[src/rtl/sdsa_pkg.sv]
// ----------------------------------------------------------------------------
// sdsa_pkg: shared types and constants of the SD card streaming sequencer
// Holds the register map, the register reset values, the block geometry and
// the structures that travel between the configuration, core and top level.
// ----------------------------------------------------------------------------
package sdsa_pkg;

    // Block geometry.
    localparam int PAIRS_PER_BLOCK = 256;   // byte pairs per data block, 1 to 256
    localparam int CMD8_TAIL_BYTES = 5;     // bytes skipped after CMD8, 0 to 8

    // Configuration port.
    localparam int APB_ADDR_W = 4;
    localparam int APB_DATA_W = 32;

    // Register indexes, taken from byte address bits [3:2].
    localparam logic [1:0] REG_START_ADDRESS = 2'd0;
    localparam logic [1:0] REG_POLL_LIMIT    = 2'd1;
    localparam logic [1:0] REG_WAKEUP_BYTES  = 2'd2;

    // Register reset values.
    localparam logic [31:0] START_ADDRESS_RST = 32'd0;
    localparam logic [7:0]  POLL_LIMIT_RST    = 8'd200;
    localparam logic [7:0]  WAKEUP_BYTES_RST  = 8'd20;

    // Status codes.
    localparam logic [1:0] ST_INIT   = 2'd0;
    localparam logic [1:0] ST_HALTED = 2'd1;
    localparam logic [1:0] ST_STREAM = 2'd2;

    // Configuration as seen by the sequencer.
    typedef struct packed {
        logic [31:0] start_address;
        logic [7:0]  poll_limit;
        logic [7:0]  wakeup_bytes;
    } t_cfg;

    // One result of a byte exchange.
    typedef struct packed {
        logic [7:0] tx_byte;
        logic       card_select_n;
        logic       sample_valid;
        logic [7:0] sample;
        logic [1:0] status;
    } t_result;

endpackage

[src/rtl/sdsa_if.sv]
// ----------------------------------------------------------------------------
// sdsa_if: request and result channels of the SD card streaming sequencer
// Each channel carries valid, ready and its payload; a request or result
// moves at a clock edge where valid and ready are both high.
// ----------------------------------------------------------------------------
interface sdsa_in_if;
    logic       valid;
    logic       ready;
    logic       op;
    logic [7:0] rx_byte;

    modport source (output valid, output op, output rx_byte, input ready);
    modport sink   (input valid, input op, input rx_byte, output ready);
endinterface

interface sdsa_out_if;
    logic       valid;
    logic       ready;
    logic [7:0] tx_byte;
    logic       card_select_n;
    logic       sample_valid;
    logic [7:0] sample;
    logic [1:0] status;

    modport source (output valid, output tx_byte, output card_select_n,
                    output sample_valid, output sample, output status, input ready);
    modport sink   (input valid, input tx_byte, input card_select_n,
                    input sample_valid, input sample, input status, output ready);
endinterface

[src/rtl/sd_spi_init_and_audio_stream.sv]
// ----------------------------------------------------------------------------
// sd_spi_init_and_audio_stream: SD card SPI initialisation and audio streaming
// Top level: request register, sequencer core, result register and the
// configuration registers.
// ----------------------------------------------------------------------------
// A request accepted at a clock edge is held in the request register; its result is
// loaded into the result register once that register is empty or being emptied.
// Throughput: one request per cycle while the result channel does not stall; the
// sequencer state updates in the same cycle that the result register is loaded.
// Reset (synchronous, active low) empties both registers, restores the
// register defaults and puts the sequencer in the wake-up phase.
module sd_spi_init_and_audio_stream (
    input  logic                            i_clk,
    input  logic                            i_rst_n,
    sdsa_in_if.sink                         i_in_chan,
    sdsa_out_if.source                      o_out_chan,
    input  logic                            psel,
    input  logic                            penable,
    input  logic                            pwrite,
    input  logic [sdsa_pkg::APB_ADDR_W-1:0] paddr,
    input  logic [sdsa_pkg::APB_DATA_W-1:0] pwdata,
    output logic [sdsa_pkg::APB_DATA_W-1:0] prdata,
    output logic                            pready
);
    import sdsa_pkg::*;

    logic       r_in_valid;
    logic       r_in_op;
    logic [7:0] r_in_rx;
    logic       r_out_valid;
    t_result    r_out;
    t_result    w_result;
    t_cfg       w_cfg;
    logic       w_advance;
    logic       w_step;

    // Pipeline control: the request register moves on when the result register
    // is empty or being emptied.
    assign w_advance       = !r_out_valid || o_out_chan.ready;
    assign w_step          = r_in_valid && w_advance;
    assign i_in_chan.ready = !r_in_valid || w_advance;

    always_ff @(posedge i_clk) begin
        if (!i_rst_n) begin
            r_in_valid  <= 1'b0;
            r_out_valid <= 1'b0;
        end else begin
            if (i_in_chan.ready) begin
                r_in_valid <= i_in_chan.valid;
            end
            if (w_advance) begin
                r_out_valid <= r_in_valid;
            end
        end
    end

    // Payload registers.
    always_ff @(posedge i_clk) begin
        if (i_in_chan.valid && i_in_chan.ready) begin
            r_in_op <= i_in_chan.op;
            r_in_rx <= i_in_chan.rx_byte;
        end
        if (w_step) begin
            r_out <= w_result;
        end
    end

    sdsa_cfg u_cfg (
        .i_clk   (i_clk),
        .i_rst_n (i_rst_n),
        .psel    (psel),
        .penable (penable),
        .pwrite  (pwrite),
        .paddr   (paddr),
        .pwdata  (pwdata),
        .prdata  (prdata),
        .pready  (pready),
        .o_cfg   (w_cfg)
    );

    sdsa_core u_core (
        .i_clk     (i_clk),
        .i_rst_n   (i_rst_n),
        .i_step    (w_step),
        .i_op      (r_in_op),
        .i_rx_byte (r_in_rx),
        .i_cfg     (w_cfg),
        .o_result  (w_result)
    );

    assign o_out_chan.valid         = r_out_valid;
    assign o_out_chan.tx_byte       = r_out.tx_byte;
    assign o_out_chan.card_select_n = r_out.card_select_n;
    assign o_out_chan.sample_valid  = r_out.sample_valid;
    assign o_out_chan.sample        = r_out.sample;
    assign o_out_chan.status        = r_out.status;

    // A held request always reaches the result register once it may advance.
    a_step_fills_out: assert property (@(posedge i_clk) disable iff (!i_rst_n)
        w_step |=> r_out_valid)
        else $error("request lost between request and result registers");

    // Samples only come while streaming.
    a_sample_streaming: assert property (@(posedge i_clk) disable iff (!i_rst_n)
        r_out_valid && r_out.sample_valid |-> r_out.status == ST_STREAM)
        else $error("sample delivered outside streaming");

    // With the card deselected only idle bytes are sent.
    a_deselect_idle: assert property (@(posedge i_clk) disable iff (!i_rst_n)
        r_out_valid && r_out.card_select_n |-> r_out.tx_byte == 8'hFF)
        else $error("data byte sent with card deselected");

    // The halted state always deselects the card.
    a_halt_deselect: assert property (@(posedge i_clk) disable iff (!i_rst_n)
        r_out_valid && r_out.status == ST_HALTED |-> r_out.card_select_n)
        else $error("card selected while halted");

endmodule

[src/rtl/sdsa_cfg.sv]
// ----------------------------------------------------------------------------
// sdsa_cfg: configuration registers
// APB-style register file holding the read start address, the response poll
// limit and the number of wake-up bytes. Writes complete in the access cycle.
// ----------------------------------------------------------------------------
module sdsa_cfg (
    input  logic                            i_clk,
    input  logic                            i_rst_n,
    input  logic                            psel,
    input  logic                            penable,
    input  logic                            pwrite,
    input  logic [sdsa_pkg::APB_ADDR_W-1:0] paddr,
    input  logic [sdsa_pkg::APB_DATA_W-1:0] pwdata,
    output logic [sdsa_pkg::APB_DATA_W-1:0] prdata,
    output logic                            pready,
    output sdsa_pkg::t_cfg                  o_cfg
);
    import sdsa_pkg::*;

    logic [31:0] r_start_address;
    logic [7:0]  r_poll_limit;
    logic [7:0]  r_wakeup_bytes;
    logic        w_write;
    logic [1:0]  w_index;

    assign pready  = 1'b1;
    assign w_write = psel && penable && pwrite;
    assign w_index = paddr[3:2];

    // Register writes.
    always_ff @(posedge i_clk) begin
        if (!i_rst_n) begin
            r_start_address <= START_ADDRESS_RST;
            r_poll_limit    <= POLL_LIMIT_RST;
            r_wakeup_bytes  <= WAKEUP_BYTES_RST;
        end else if (w_write) begin
            case (w_index)
                REG_START_ADDRESS: r_start_address <= pwdata;
                REG_POLL_LIMIT:    r_poll_limit    <= pwdata[7:0];
                REG_WAKEUP_BYTES:  r_wakeup_bytes  <= pwdata[7:0];
                default: begin
                end
            endcase
        end
    end

    // Read-back multiplexer.
    always_comb begin
        case (w_index)
            REG_START_ADDRESS: prdata = r_start_address;
            REG_POLL_LIMIT:    prdata = {24'd0, r_poll_limit};
            REG_WAKEUP_BYTES:  prdata = {24'd0, r_wakeup_bytes};
            default:           prdata = '0;
        endcase
    end

    assign o_cfg.start_address = r_start_address;
    assign o_cfg.poll_limit    = r_poll_limit;
    assign o_cfg.wakeup_bytes  = r_wakeup_bytes;

endmodule

[src/rtl/sdsa_core.sv]
// ----------------------------------------------------------------------------
// sdsa_core: card initialisation and block streaming sequencer
// Holds the sequencer state and works out, for one completed byte exchange,
// the next state and the byte, select level, sample and status that follow.
// ----------------------------------------------------------------------------
module sdsa_core (
    input  logic              i_clk,
    input  logic              i_rst_n,
    input  logic              i_step,
    input  logic              i_op,
    input  logic [7:0]        i_rx_byte,
    input  sdsa_pkg::t_cfg    i_cfg,
    output sdsa_pkg::t_result o_result
);
    import sdsa_pkg::*;

    // Each command has a send, a poll and a trailing clock phase.
    typedef enum logic [4:0] {
        PH_WAKE     = 5'd0,
        PH_C0_SEND  = 5'd1,
        PH_C0_POLL  = 5'd2,
        PH_C0_CLK   = 5'd3,
        PH_C8_SEND  = 5'd4,
        PH_C8_POLL  = 5'd5,
        PH_C8_CLK   = 5'd6,
        PH_C55_SEND = 5'd7,
        PH_C55_POLL = 5'd8,
        PH_C55_CLK  = 5'd9,
        PH_C41_SEND = 5'd10,
        PH_C41_POLL = 5'd11,
        PH_C41_CLK  = 5'd12,
        PH_C18_SEND = 5'd13,
        PH_C18_POLL = 5'd14,
        PH_C18_CLK  = 5'd15,
        PH_TAIL     = 5'd16,
        PH_TOKEN    = 5'd17,
        PH_DATA     = 5'd18,
        PH_CRC      = 5'd19,
        PH_HALT     = 5'd20
    } t_phase;

    localparam logic [7:0] CMD_FLAG      = 8'h40;
    localparam logic [7:0] BYTE_IDLE     = 8'hFF;
    localparam logic [7:0] DATA_TOKEN    = 8'hFE;
    localparam logic [7:0] R1_IDLE       = 8'h01;
    localparam logic [7:0] R1_READY      = 8'h00;
    localparam logic [7:0] CRC_CMD0      = 8'h95;
    localparam logic [7:0] CRC_CMD8      = 8'h87;
    localparam logic [31:0] ARG_CMD8     = 32'h0000_01AA;
    localparam logic [31:0] ARG_ACMD41   = 32'h4000_0000;
    localparam logic [7:0] CODE_CMD0     = 8'd0;
    localparam logic [7:0] CODE_CMD8     = 8'd8;
    localparam logic [7:0] CODE_CMD55    = 8'd55;
    localparam logic [7:0] CODE_ACMD41   = 8'd41;
    localparam logic [7:0] CODE_CMD18    = 8'd18;
    localparam logic [7:0] SEND_BYTES    = 8'd6;
    localparam logic [7:0] CLK_BYTES     = 8'd2;
    localparam logic [7:0] CRC_BYTES     = 8'd2;
    localparam logic [7:0] TAIL_BYTES    = 8'(CMD8_TAIL_BYTES);
    localparam logic [7:0] PAIRS_WRAP    = 8'(PAIRS_PER_BLOCK);

    t_phase     r_phase, n_phase;
    logic [7:0] r_byte_count, n_byte_count;
    logic [7:0] r_poll_count, n_poll_count;
    logic [7:0] r_pair_count, n_pair_count;
    logic       r_pair_half, n_pair_half;
    logic [7:0] r_last_resp, n_last_resp;

    logic [7:0]  w_bc_inc;
    logic [7:0]  w_pc_inc;
    logic [7:0]  w_pair_inc;
    logic [7:0]  w_code;
    logic [31:0] w_arg;
    logic [7:0]  w_crc;
    logic        w_sample_valid;
    logic [7:0]  w_sample;

    assign w_bc_inc   = r_byte_count + 8'd1;
    assign w_pc_inc   = r_poll_count + 8'd1;
    assign w_pair_inc = r_pair_count + 8'd1;

    // Next state for one completed exchange.
    always_comb begin
        n_phase      = r_phase;
        n_byte_count = r_byte_count;
        n_poll_count = r_poll_count;
        n_pair_count = r_pair_count;
        n_pair_half  = r_pair_half;
        n_last_resp  = r_last_resp;
        w_sample_valid = 1'b0;
        w_sample       = 8'd0;

        if (!i_op) begin
            n_phase      = PH_WAKE;
            n_byte_count = 8'd0;
            n_poll_count = 8'd0;
            n_pair_count = 8'd0;
            n_pair_half  = 1'b0;
            n_last_resp  = BYTE_IDLE;
        end else begin
            case (r_phase)
                PH_WAKE: begin
                    if (w_bc_inc == i_cfg.wakeup_bytes) begin
                        n_phase      = PH_C0_SEND;
                        n_byte_count = 8'd0;
                        n_poll_count = 8'd0;
                    end else begin
                        n_byte_count = w_bc_inc;
                    end
                end
                PH_C0_SEND, PH_C8_SEND, PH_C55_SEND, PH_C41_SEND, PH_C18_SEND: begin
                    n_byte_count = w_bc_inc;
                    if (w_bc_inc >= SEND_BYTES) begin
                        n_phase      = t_phase'(r_phase + 5'd1);
                        n_poll_count = 8'd0;
                    end
                end
                PH_C0_POLL, PH_C8_POLL, PH_C55_POLL, PH_C41_POLL, PH_C18_POLL: begin
                    n_last_resp  = i_rx_byte;
                    n_poll_count = w_pc_inc;
                    if (i_rx_byte != BYTE_IDLE || w_pc_inc == i_cfg.poll_limit) begin
                        n_phase      = t_phase'(r_phase + 5'd1);
                        n_byte_count = 8'd0;
                    end
                end
                PH_C0_CLK, PH_C8_CLK, PH_C55_CLK, PH_C41_CLK, PH_C18_CLK: begin
                    n_byte_count = w_bc_inc;
                    if (w_bc_inc >= CLK_BYTES) begin
                        // The command is done: pick what follows it.
                        n_byte_count = 8'd0;
                        n_poll_count = 8'd0;
                        case (r_phase)
                            PH_C0_CLK: begin
                                if (r_last_resp == R1_IDLE) begin
                                    n_phase = PH_C8_SEND;
                                end else begin
                                    n_phase      = PH_HALT;
                                    n_byte_count = w_bc_inc;
                                    n_poll_count = r_poll_count;
                                end
                            end
                            PH_C8_CLK: begin
                                if (CMD8_TAIL_BYTES > 0) begin
                                    n_phase      = PH_TAIL;
                                    n_poll_count = r_poll_count;
                                end else begin
                                    n_phase = PH_C55_SEND;
                                end
                            end
                            PH_C55_CLK: n_phase = PH_C41_SEND;
                            PH_C41_CLK: begin
                                n_phase = (r_last_resp == R1_READY) ? PH_C18_SEND
                                                                    : PH_C55_SEND;
                            end
                            default: begin
                                if (r_last_resp == R1_READY) begin
                                    n_phase      = PH_TOKEN;
                                    n_byte_count = w_bc_inc;
                                    n_poll_count = r_poll_count;
                                end else begin
                                    n_phase = PH_C18_SEND;
                                end
                            end
                        endcase
                    end
                end
                PH_TAIL: begin
                    if (w_bc_inc >= TAIL_BYTES) begin
                        n_phase      = PH_C55_SEND;
                        n_byte_count = 8'd0;
                        n_poll_count = 8'd0;
                    end else begin
                        n_byte_count = w_bc_inc;
                    end
                end
                PH_TOKEN: begin
                    if (i_rx_byte == DATA_TOKEN) begin
                        n_phase      = PH_DATA;
                        n_pair_count = 8'd0;
                        n_pair_half  = 1'b0;
                    end
                end
                PH_DATA: begin
                    if (!r_pair_half) begin
                        n_pair_half = 1'b1;
                    end else begin
                        // Second byte of a pair is the audio sample.
                        w_sample_valid = 1'b1;
                        w_sample       = i_rx_byte;
                        n_pair_half    = 1'b0;
                        n_pair_count   = w_pair_inc;
                        if (w_pair_inc == PAIRS_WRAP) begin
                            n_phase      = PH_CRC;
                            n_byte_count = 8'd0;
                        end
                    end
                end
                PH_CRC: begin
                    n_byte_count = w_bc_inc;
                    if (w_bc_inc >= CRC_BYTES) begin
                        n_phase = PH_TOKEN;
                    end
                end
                default: n_phase = PH_HALT;
            endcase
        end
    end

    // Command frame contents for the command being sent.
    always_comb begin
        case (n_phase)
            PH_C0_SEND: begin
                w_code = CODE_CMD0;   w_arg = 32'd0;                w_crc = CRC_CMD0;
            end
            PH_C8_SEND: begin
                w_code = CODE_CMD8;   w_arg = ARG_CMD8;             w_crc = CRC_CMD8;
            end
            PH_C55_SEND: begin
                w_code = CODE_CMD55;  w_arg = 32'd0;                w_crc = BYTE_IDLE;
            end
            PH_C41_SEND: begin
                w_code = CODE_ACMD41; w_arg = ARG_ACMD41;           w_crc = BYTE_IDLE;
            end
            PH_C18_SEND: begin
                w_code = CODE_CMD18;  w_arg = i_cfg.start_address;  w_crc = BYTE_IDLE;
            end
            default: begin
                w_code = CODE_CMD0;   w_arg = 32'd0;                w_crc = BYTE_IDLE;
            end
        endcase
    end

    // Byte, select, sample and status for the next exchange.
    always_comb begin
        o_result.tx_byte       = BYTE_IDLE;
        o_result.card_select_n = 1'b0;
        o_result.sample_valid  = w_sample_valid;
        o_result.sample        = w_sample;
        o_result.status        = ST_INIT;
        case (n_phase)
            PH_WAKE: o_result.card_select_n = 1'b1;
            PH_C0_SEND, PH_C8_SEND, PH_C55_SEND, PH_C41_SEND, PH_C18_SEND: begin
                // Command byte, argument most significant byte first, then CRC.
                case (n_byte_count)
                    8'd0:    o_result.tx_byte = w_code | CMD_FLAG;
                    8'd1:    o_result.tx_byte = w_arg[31:24];
                    8'd2:    o_result.tx_byte = w_arg[23:16];
                    8'd3:    o_result.tx_byte = w_arg[15:8];
                    8'd4:    o_result.tx_byte = w_arg[7:0];
                    default: o_result.tx_byte = w_crc;
                endcase
            end
            PH_TOKEN, PH_DATA, PH_CRC: o_result.status = ST_STREAM;
            PH_HALT: begin
                o_result.card_select_n = 1'b1;
                o_result.status        = ST_HALTED;
            end
            default: begin
            end
        endcase
    end

    // Sequencer state.
    always_ff @(posedge i_clk) begin
        if (!i_rst_n) begin
            r_phase      <= PH_WAKE;
            r_byte_count <= 8'd0;
            r_poll_count <= 8'd0;
            r_pair_count <= 8'd0;
            r_pair_half  <= 1'b0;
            r_last_resp  <= BYTE_IDLE;
        end else if (i_step) begin
            r_phase      <= n_phase;
            r_byte_count <= n_byte_count;
            r_poll_count <= n_poll_count;
            r_pair_count <= n_pair_count;
            r_pair_half  <= n_pair_half;
            r_last_resp  <= n_last_resp;
        end
    end

endmodule
[src/flat_wrapper.sv]
// flat-port wrapper written by rule: the top's interface ports become plain ports
module sd_spi_init_and_audio_stream_flat import sdsa_pkg::*;
  (i_clk, i_rst_n, psel, penable, pwrite, paddr, pwdata, prdata, pready, i_in_chan_valid, i_in_chan_op, i_in_chan_rx_byte, i_in_chan_ready, o_out_chan_valid, o_out_chan_tx_byte, o_out_chan_card_select_n, o_out_chan_sample_valid, o_out_chan_sample, o_out_chan_status, o_out_chan_ready);
  sdsa_in_if i_in_chan_i ();
  sdsa_out_if o_out_chan_i ();
  input  logic i_clk;
  input  logic i_rst_n;
  input  logic psel;
  input  logic penable;
  input  logic pwrite;
  input  logic [sdsa_pkg::APB_ADDR_W-1:0] paddr;
  input  logic [sdsa_pkg::APB_DATA_W-1:0] pwdata;
  output logic [sdsa_pkg::APB_DATA_W-1:0] prdata;
  output logic pready;
  input wire logic [$bits(i_in_chan_i.valid)-1:0] i_in_chan_valid;
  input wire logic [$bits(i_in_chan_i.op)-1:0] i_in_chan_op;
  input wire logic [$bits(i_in_chan_i.rx_byte)-1:0] i_in_chan_rx_byte;
  output wire logic [$bits(i_in_chan_i.ready)-1:0] i_in_chan_ready;
  output wire logic [$bits(o_out_chan_i.valid)-1:0] o_out_chan_valid;
  output wire logic [$bits(o_out_chan_i.tx_byte)-1:0] o_out_chan_tx_byte;
  output wire logic [$bits(o_out_chan_i.card_select_n)-1:0] o_out_chan_card_select_n;
  output wire logic [$bits(o_out_chan_i.sample_valid)-1:0] o_out_chan_sample_valid;
  output wire logic [$bits(o_out_chan_i.sample)-1:0] o_out_chan_sample;
  output wire logic [$bits(o_out_chan_i.status)-1:0] o_out_chan_status;
  input wire logic [$bits(o_out_chan_i.ready)-1:0] o_out_chan_ready;
  assign i_in_chan_i.valid = i_in_chan_valid;
  assign i_in_chan_i.op = i_in_chan_op;
  assign i_in_chan_i.rx_byte = i_in_chan_rx_byte;
  assign i_in_chan_ready = i_in_chan_i.ready;
  assign o_out_chan_valid = o_out_chan_i.valid;
  assign o_out_chan_tx_byte = o_out_chan_i.tx_byte;
  assign o_out_chan_card_select_n = o_out_chan_i.card_select_n;
  assign o_out_chan_sample_valid = o_out_chan_i.sample_valid;
  assign o_out_chan_sample = o_out_chan_i.sample;
  assign o_out_chan_status = o_out_chan_i.status;
  assign o_out_chan_i.ready = o_out_chan_ready;
  sd_spi_init_and_audio_stream u_core (.i_clk(i_clk), .i_rst_n(i_rst_n), .i_in_chan(i_in_chan_i), .o_out_chan(o_out_chan_i), .psel(psel), .penable(penable), .pwrite(pwrite), .paddr(paddr), .pwdata(pwdata), .prdata(prdata), .pready(pready));
endmodule
[config.mk]
export PLATFORM = sky130hd
export DESIGN_NAME = sd_spi_init_and_audio_stream_flat
export DESIGN_NICKNAME = d
export VERILOG_FILES = /design/src/rtl/sdsa_pkg.sv /design/src/rtl/sdsa_if.sv /design/src/rtl/sd_spi_init_and_audio_stream.sv /design/src/rtl/sdsa_cfg.sv /design/src/rtl/sdsa_core.sv /design/src/flat_wrapper.sv
export SDC_FILE = /design/constraint.sdc
export NUM_CORES = 1
export LEC_CHECK = 0
export BUFFER_PORTS_ARGS = -buffer_cell sky130_fd_sc_hd__buf_2
export CAP_MARGIN = 20
export CORE_MARGIN = 2
export CORE_UTILIZATION = 30
export DETAILED_ROUTE_END_ITERATION = 8
export GPL_ROUTABILITY_DRIVEN = 0
export GPL_TIMING_DRIVEN = 0
export SETUP_SLACK_MARGIN = 0.2
export SKIP_CTS_REPAIR_TIMING = 1
export SLEW_MARGIN = 20
export SYNTH_ARGS = -nofsm -noshare
export SYNTH_HDL_FRONTEND = slang
export SYNTH_SLANG_ARGS = --single-unit
[constraint.sdc]
create_clock -name i_clk -period 4.7 [get_ports i_clk]
set_input_delay 0 -clock i_clk [delete_from_list [all_inputs] [get_ports i_clk]]
set_output_delay 0 -clock i_clk [all_outputs]
set_load 0.1 [all_outputs]
Word-level counts from Yosys, hierarchy flattened
Cells that the tools add are included.
{"block": "classes", "mux": 53, "order_cmp": 3, "reduce_logical": 33, "addsub": 4, "eq_ne": 51}
{"operator": "$pmux 32 s3", "count": 2}
{"operator": "$mux 8", "count": 21}
{"operator": "$pmux 8 s5", "count": 2}
{"operator": "$mux 5", "count": 12}
{"operator": "$eq 5x4->1 const B", "count": 10}
{"operator": "$pmux 8 s6", "count": 1}
{"operator": "$eq 5x5->1 const B", "count": 8}
{"operator": "$pmux 5 s8", "count": 1}
{"operator": "$pmux 8 s2", "count": 2}
{"operator": "$eq 5x3->1 const B", "count": 6}
{"operator": "$add 8x1->8 const B", "count": 3}
{"operator": "$logic_not 8->1", "count": 3}
{"operator": "$ne 3x3->1 const B", "count": 8}
{"operator": "$pmux 6 s4", "count": 1}
{"operator": "$pmux 8 s3", "count": 1}
{"operator": "$pmux 5 s4", "count": 1}
{"operator": "$reduce_or 5->1", "count": 4}
{"operator": "$eq 8x1->1 const B", "count": 2}
{"operator": "$eq 8x2->1 const B", "count": 2}
{"operator": "$eq 8x8->1", "count": 2}
{"operator": "$ge 8x3->1 const B", "count": 2}
{"operator": "$pmux 7 s2", "count": 1}
{"operator": "$eq 5x1->1 const B", "count": 2}
{"operator": "$eq 5x2->1 const B", "count": 2}
{"operator": "27 further kinds", "count": 45}
{"block": "word_totals", "reg_bits": 117, "word_cells": 162, "output_inout_bits": 55, "inputBits": 52}

Depth between registers and ports, before layout
Gate-level depths: netlist of run 1.
{"block": "depth", "ltp_word": 9, "depth_mapped": 17, "ltp_nobuf": 14}

By module
From an unflattened synthesis of run 1, not the netlist that was laid out.
{"block": "unflattened", "hier_cells": 901, "area_unflattened_um2": 7644.8}
{"module": "sdsa_core", "n_inst": 1, "cells_per_inst": 606, "seq_area_each_um2": 760.7, "area_per_inst_um2": 4434.3}
{"module": "sdsa_cfg", "n_inst": 1, "cells_per_inst": 257, "seq_area_each_um2": 960.9, "area_per_inst_um2": 2235.9}
{"module": "sd_spi_init_and_audio_stream", "n_inst": 1, "cells_per_inst": 38, "seq_area_each_um2": 910.9, "area_per_inst_um2": 974.7}

Worst setup path after synthesis of run 1
Ideal clock, no wire load.
{"block": "synth_path", "path_type": "register -> register", "startpoint": "register u_core.u_core.r_phase[3]", "endpoint": "register u_core.r_out (netlist bit u_core.o_out_chan.tx_byte[4]) (data pin)", "setup_ps": 266, "t_required_ps": 4434, "arrival_time_ps": 3618, "path_buffers": 5, "setup_slack_ps": 816, "stages_incl_launch_ff": 16, "synth_period_minus_slack_ps": 3884, "cell_sequence": "dfxtp_1 clkbuf_2 buf_2 buf_2 and3_1 ha_1 a311o_1 nor4_1 and3_1 o21ba_2 a31oi_1 clkbuf_1 clkbuf_1 mux2i_1 o22ai_1 or3b_1"}
{"block": "synth_between", "elab_chain_len": 8, "elab_cells_between_ends": 57, "cone_classes": "add/sub (1); eq/ne (28); mux (20); reduce/logical (8)"}
{"item": "start, declared", "line_no": "sdsa_core.sv:62", "rtl": "t_phase r_phase, n_phase;"}
{"item": "start signal, assigned", "line_no": "sdsa_core.sv:273", "rtl": "r_phase <= n_phase;"}
{"item": "branches (longest 8 deep; another with $add 5x1->5)"}
{"item": "end signal, assigned", "line_no": "sd_spi_init_and_audio_stream.sv:64", "rtl": "r_out <= w_result;"}
{"item": "end, declared", "line_no": "sd_spi_init_and_audio_stream.sv:31", "rtl": "t_result r_out;"}
Parallel ways; which one is timed is not known.
A chain may end at the register's enable or synchronous reset.

Worst setup path in the final report of run 1
{"block": "layout_path", "startpoint": "register u_core.u_core.r_phase[3]", "endpoint": "register u_core.r_out (netlist bit u_core.o_out_chan.tx_byte[2]) (data pin)"}
{"block": "layout_between", "elab_chain_len": 8, "elab_cells_between_ends": 56, "cone_classes": "add/sub (1); eq/ne (28); mux (19); reduce/logical (8)"}
{"item": "branches (longest 8 deep; another with $add 5x1->5)"}
Parallel ways; which one is timed is not known.

==> run metrics, run 1 <==
HP Class=in2reg; clock sink count=about 120; status=finished, violations left; cell area after synthesis=7510 sq um; Leak=approximately 3.5 nW; antenna cell count=0; Synth Register Bits=between 100 and 150; vias in the first global route=approximately 6,600; clk_lat worst skew=0.43 ns; TritonCTS buffer count=17; Reg2Reg Depth=15; Final Setup Violations=0; syn_nets=972; htree depth=4; CORE AREA=24,500 sq um; Syn Area/Cell=a little over 8 sq um; sequential share of the synthesized area=0.351; die height=around 160 um; Arrival @ worst endpoint=around 4.5 ns; ys flop type=dfxtp_1; Final Hold Fails=2; Hold WS=-0.00683 ns; CP Cell Sequence=clkbuf_2, buf_2, buf_2, and3_1, ha_1, a311o_1, nor4_2, and3_1, o21ba_2, a31oi_1, clkbuf_4, clkbuf_2, mux2i_1, o2bb2ai_1, or3_1; via count=~7,400; Die Area=26,300 sq um; CP max stage delay=between 0.3 and 0.4 ns; Slew @ Worst Pin=0.752 ns; area leader, netlist=dfxtp_1; fraction of layout instances using a drive strength above 1=0.195; Finished Core Util=0.395; initial antenna violation count=0; Total Routing Usage GR=0.172; pre-CTS setup slack=-0.194 ns; clock skew=0.0123 ns; worst-path cell with the longest stage delay=and3_1; Final min period=4.35 ns; row count=57; hold depth=4; Synth top area share=0.235; Synth Warn #=0; maximum clock path buffer count=2; drt pass-1 iters=5; Worst setup SP type=flip-flop; vias per cell=around 5.2; Relative slew margins=0.499; synth top area cells=dfxtp_1 23%, edfxtp_1 12%, nand2_1 7.4%; Area growth, synth to finish=28.6%; Tcrit/Tclk final=0.925; RSZ-0062 raised after global routing=yes; Max Cap Viol=0; Nets=between 1,000 and 1,500; initial drt markers=632; aggregate global routing overflow=0; FMAX=230 MHz; WL per Instance=16.4 um; Worst EP required=between 4 and 5 ns; Synth cell types=just over 90; Worst-path clk slew=0.06 ns; Area after DPL=8450 sq um; Crit. End Element=flip-flop; Root Buffer=clkbuf_16; Die X=162 um; most common cell in the netlist=nand2_1; Post-Syn Instances=909; asr flop ratio synth=0; VDD IR max=0.195 mV; Crit Path Class=reg2reg; maximum fanout along the worst path=10; most instantiated cells after synthesis=148 x nand2_1, 88 x dfxtp_1, 48 x and2_1; Pwr Total=0.00268 W; largest net degree at the start of global routing=25; failing checks=hold timing; IO Pins=107; first-pass GRT wire length=~36,000 um; CTS tree=done; antenna-violating nets left=0; Final Cell Area=about 9700 sq um; Cell Pwr Density=277 nW/um^2; Max Transition Viols Final=0; DP Wirelength=17,200 um; Port Buffers=102; Final WS setup=0.354 ns; Post-synth EDFFs=29; DRC Markers=0; Total Routed Length=23,100 um; Initial Util=0.307
[cell usage in the layout, fill, tap and decap left out, drive strengths merged, types with 27 or more instances in the layout]
cell type	Yosys	layout
nand2	148	148
buf	24	129
dfxtp	88	88
clkbuf	33	52
and2	49	49
o21ai	49	49
nor2	43	43
dlygate4sd3	0	43
a21boi	41	41
mux2i	35	35
edfxtp	29	29
a21oi	29	29
nand3	27	27
nor3	27	27
[logic make-up after synthesis]
family / Yosys count / share of synthesized area
AOI/OAI and AO/OA: 224 / 0.217
DFF: 117 / 0.351
buffers and inverters: 74 / 0.0438
and+or+nand+nor: 424 / 0.295
xor gates and xnor gates: 22 / 0.0267
muxes: 36 / 0.0482
adders and majority gates: 11 / 0.0183
other: 1 / 0.000499
[critical path, delay by kind of cell (launching register included)]
family / cells / cell delay (ns)
muxes: 1 / 0.29
AOI/OAI and AO/OA: 4 / 0.96
adders and majority gates: 1 / 0.24
and+or+nand+nor: 4 / 1.17
buffers and inverters: 5 / 1.14
DFF: 1 / 0.29
[state kept, by name (all words and copies together) (netlist names), 5 cells and up]
signal	flops
u_core.o_out_chan.sample	8
u_core.o_out_chan.tx_byte	8
u_core.r_in_rx	8
u_core.u_cfg.r_poll_limit	8
u_core.u_cfg.r_start_address	32
u_core.u_cfg.r_wakeup_bytes	8
u_core.u_core.r_byte_count	8
u_core.u_core.r_last_resp	8
u_core.u_core.r_pair_count	8
u_core.u_core.r_phase	5
u_core.u_core.r_poll_count	8
[routing by layer]
metal  GRT usage  part of all wire  wire (um)  vias to the layer above
li1            -                 -          -                     3628
met1       0.228              0.46      10600                     3519
met2       0.269              0.47      10800                      219
met3      0.0329             0.042        976                       47
met4      0.0833             0.033        774                        0
met5           0                 0          0                        -
[path summary, 6_finish.rpt]
kind | endpoint | slack (ns) | startpoint
worst max register to register | u_core.o_out_chan.tx_byte[2]$_SDFFCE_PN1P_ | 0.35 | u_core.u_core.r_phase[3]$_SDFFE_PN0P_
worst min register to register | u_core.u_cfg.r_start_address[24]$_SDFFE_PN0P_ | 0.47 | u_core.u_cfg.r_start_address[24]$_SDFFE_PN0P_
worst max-delay path | u_core.o_out_chan.tx_byte[2]$_SDFFCE_PN1P_ | 0.35 | u_core.u_core.r_phase[3]$_SDFFE_PN0P_
worst min-delay path | u_core.u_cfg.r_start_address[1]$_SDFFE_PN0P_ | -0.007 | paddr[3]
[where the power goes]
| part | internal (W) | total, W | leakage, nW | switching, W |
|---|---|---|---|---|
| clock network | 0.000859 | 0.00138 | 0.311 | 0.000524 |
| logic | 0.0000827 | 0.000239 | 2.26 | 0.000156 |
| registers | 0.00105 | 0.00106 | 0.962 | 0.0000121 |
[per-stage QoR]
stage / setup TNS [ns] / cells / hold WS (ns)
2_1_floorplan: 0 / 909 / 0.0989
3_3_place_gp: -0.454 / 1335 / 0.179
3_5_place_dp: -0.415 / 1336 / 0.182
4_1_cts: -0.512 / 1368 / -0.260
5_1_grt: 0 / 1413 / 0.0275
6_report: 0 / 1413 / -0.00683
[layout make-up]
class                           count  area [sq um]
Timing Repair Buffer              148           976
Multi-Input combinational cell    718          4670
Tap cell                          324           405
Inverter                           17          63.8
Fill cell                        2498         14800
Clock buffer                       19           475
Buffer                             57           273
Clock inverter                     13           159
Sequential cell                   117          2640
Note: power is estimated with default switching activity, not from simulation.
==> run 2: changes to the inputs <==
- CORE_UTILIZATION: 30 -> 55
- PLACE_DENSITY: default -> 0.77
==> run 2 against run 1 <==
- the run still ends with hold timing left
- via count increased by 2.2%
- routed wire length down 3.3%
- worst hold slack improved by 0.0054 ns
- cell area down 3.0%
- sequential cell count is the same
- sequential share of layout area is 0.84 points higher
- critical path type unchanged
- largest power group unchanged
==> run metrics, run 2 (synthesized netlist as in run 1, its figures left out) <==
most frequent cells in the layout=148 x nand2_1, 111 x buf_2, 86 x dfxtp_1; antenna cell count=0; DRC Markers=0; pre-CTS setup slack=-0.229 ns; Worst EP required=approximately 4.9 ns; Fin Setup TNS=0 ns; antenna-violating nets left=0; Relative slew margins=0.479; Cell Pwr Density=approximately 270 nW/um^2; Die Area=14,600 sq um; Total Routing Usage GR=0.291; Max Cap Viol=0; Final Setup Violations=0; Final Hold Fails=1; Die X=121 um; Hold WS=-0.00142 ns; TritonCTS buffer count=17; worst-path cell with the longest stage delay=or4b_1; die height=121 um; max FFs per register=32; largest net degree at the start of global routing=30; clock sink count=~120; most common cell after layout, fill and taps aside=nand2_1; row count=42; Nets=1,138; clk_lat worst skew=0.42 ns; Worst-path clk slew=0.05 ns; status=finished, violations left; Combinational Power Share=0.093; worst setup path startpoint=u_core.u_core.r_byte_count[0]$_SDFFE_PN0P_; Crit Path Class=reg2reg; failing checks=hold timing; CORE AREA=between 10,000 and 15,000 sq um; VDD IR max=about 0.23 mV; Port Buffers=102; Initial Util=0.565; RSZ-0062 raised after global routing=yes; WP buf/inv=2; Crit. End Element=flip-flop; Total Routed Length=22,400 um; sw frac=0.245; Internal=0.00192 W; FMAX=230 MHz; IO Pins=107; CP max stage delay=between 0.5 and 0.6 ns; Area growth, synth to finish=24.8%; CP top delay family=simple AND/OR/NAND/NOR gates; aggregate global routing overflow=0; CTS tree=done; Slew @ Worst Pin=around 0.8 ns; Worst setup SP type=flip-flop; fraction of layout instances using a drive strength above 1=0.190; Pwr Total=between 0.002 and 0.003 W; first-pass GRT wire length=33,700 um; Leak=3.48 nW; Reg power frac=0.417; maximum fanout along the worst path=10; Clock power frac=0.490; Max Transition Viols Final=0; drt pass-1 iters=5; Arrival @ worst endpoint=4.51 ns; WL per Instance=17.7 um; via count=~7,600; vias in the first global route=approximately 6,600; Final min period=4.35 ns; htree depth=4; clock skew=0.0138 ns; initial antenna violation count=0; HP Class=in2reg; Final WS setup=0.351 ns; DP Wirelength=15,400 um; worst r2r src=u_core.u_core.r_byte_count[0]$_SDFFE_PN0P_; initial drt markers=roughly 740; vias per cell=6.00; Reg with most FFs=u_core.u_cfg.r_start_address; maximum clock path buffer count=2; Tcrit/Tclk final=0.925; P_sw=between 0.0006 and 0.0007 W; Root Buffer=clkbuf_16; hold path startpoint=paddr[2]; CP Cell Sequence=buf_4, inv_1, ha_2, xnor2_1, o211ai_1, nor3_2, a31oi_1, or3_1, or2_1, a211o_1, a221oi_4, a41oi_2, or4b_1
## run 2: area by class of cell
class | count | area [sq um]
Buffer | 57 | 270
Fill cell | 1042 | 3930
Multi-Input combinational cell | 718 | 4650
Sequential cell | 117 | 2640
Clock inverter | 8 | 73.8
Tap cell | 176 | 220
Inverter | 17 | 63.8
Timing Repair Buffer | 147 | 956
Clock buffer | 23 | 498
## run 2: worst reg2reg max path, cell delays in order, from the launching register on
cell and delay (ns):
dfxtp_1 0.41, buf_4 0.21, inv_1 0.09, ha_2 0.41
xnor2_1 0.14, o211ai_1 0.11, nor3_2 0.29, a31oi_1 0.22
or3_1 0.36, or2_1 0.28, a211o_1 0.39, a221oi_4 0.41
a41oi_2 0.20, or4b_1 0.56
## run 2: power by group through the flow
stage	Sequential (W)	Clock (W)	Combinational (W)
finish	0.00106	0.00125	0.000238
floorplan	0.00110	0	0.000112
CTS	0.00106	0.00125	0.000202
detailed placement	0.00108	0	0.000201
global route	0.00106	0.00130	0.000250
global placement	0.00108	0	0.000199
## run 2: layer usage
layer  wire length [um]  part of all wire  global-route usage
met1               9670              0.43               0.401
met2              10600              0.47               0.457
met3               1530             0.069              0.0606
met4                567             0.025              0.0938
met5                  0                 0                   0
## run 2: path summary, 6_finish.rpt
check	end	slack, ns	cells past startpoint
setup / recovery	u_core.o_out_chan.tx_byte[3]$_SDFFCE_PN1P_	0.35	13
setup reg to reg	u_core.o_out_chan.tx_byte[3]$_SDFFCE_PN1P_	0.35	13
hold / removal	u_core.u_cfg.r_start_address[1]$_SDFFE_PN0P_	-0.001	4
hold reg to reg	u_core.u_cfg.r_start_address[24]$_SDFFE_PN0P_	0.47	2
## run 2: per-stage QoR
stage / utilization / cell area, sq um / cells
after global routing: 0.705 / 9370 / 1263
after global placement: 0.620 / 8240 / 1187
after CTS: 0.663 / 8810 / 1218
after floorplan: - / 7510 / 909
final: 0.705 / 9370 / 1263
after detailed placement: 0.620 / 8240 / 1187
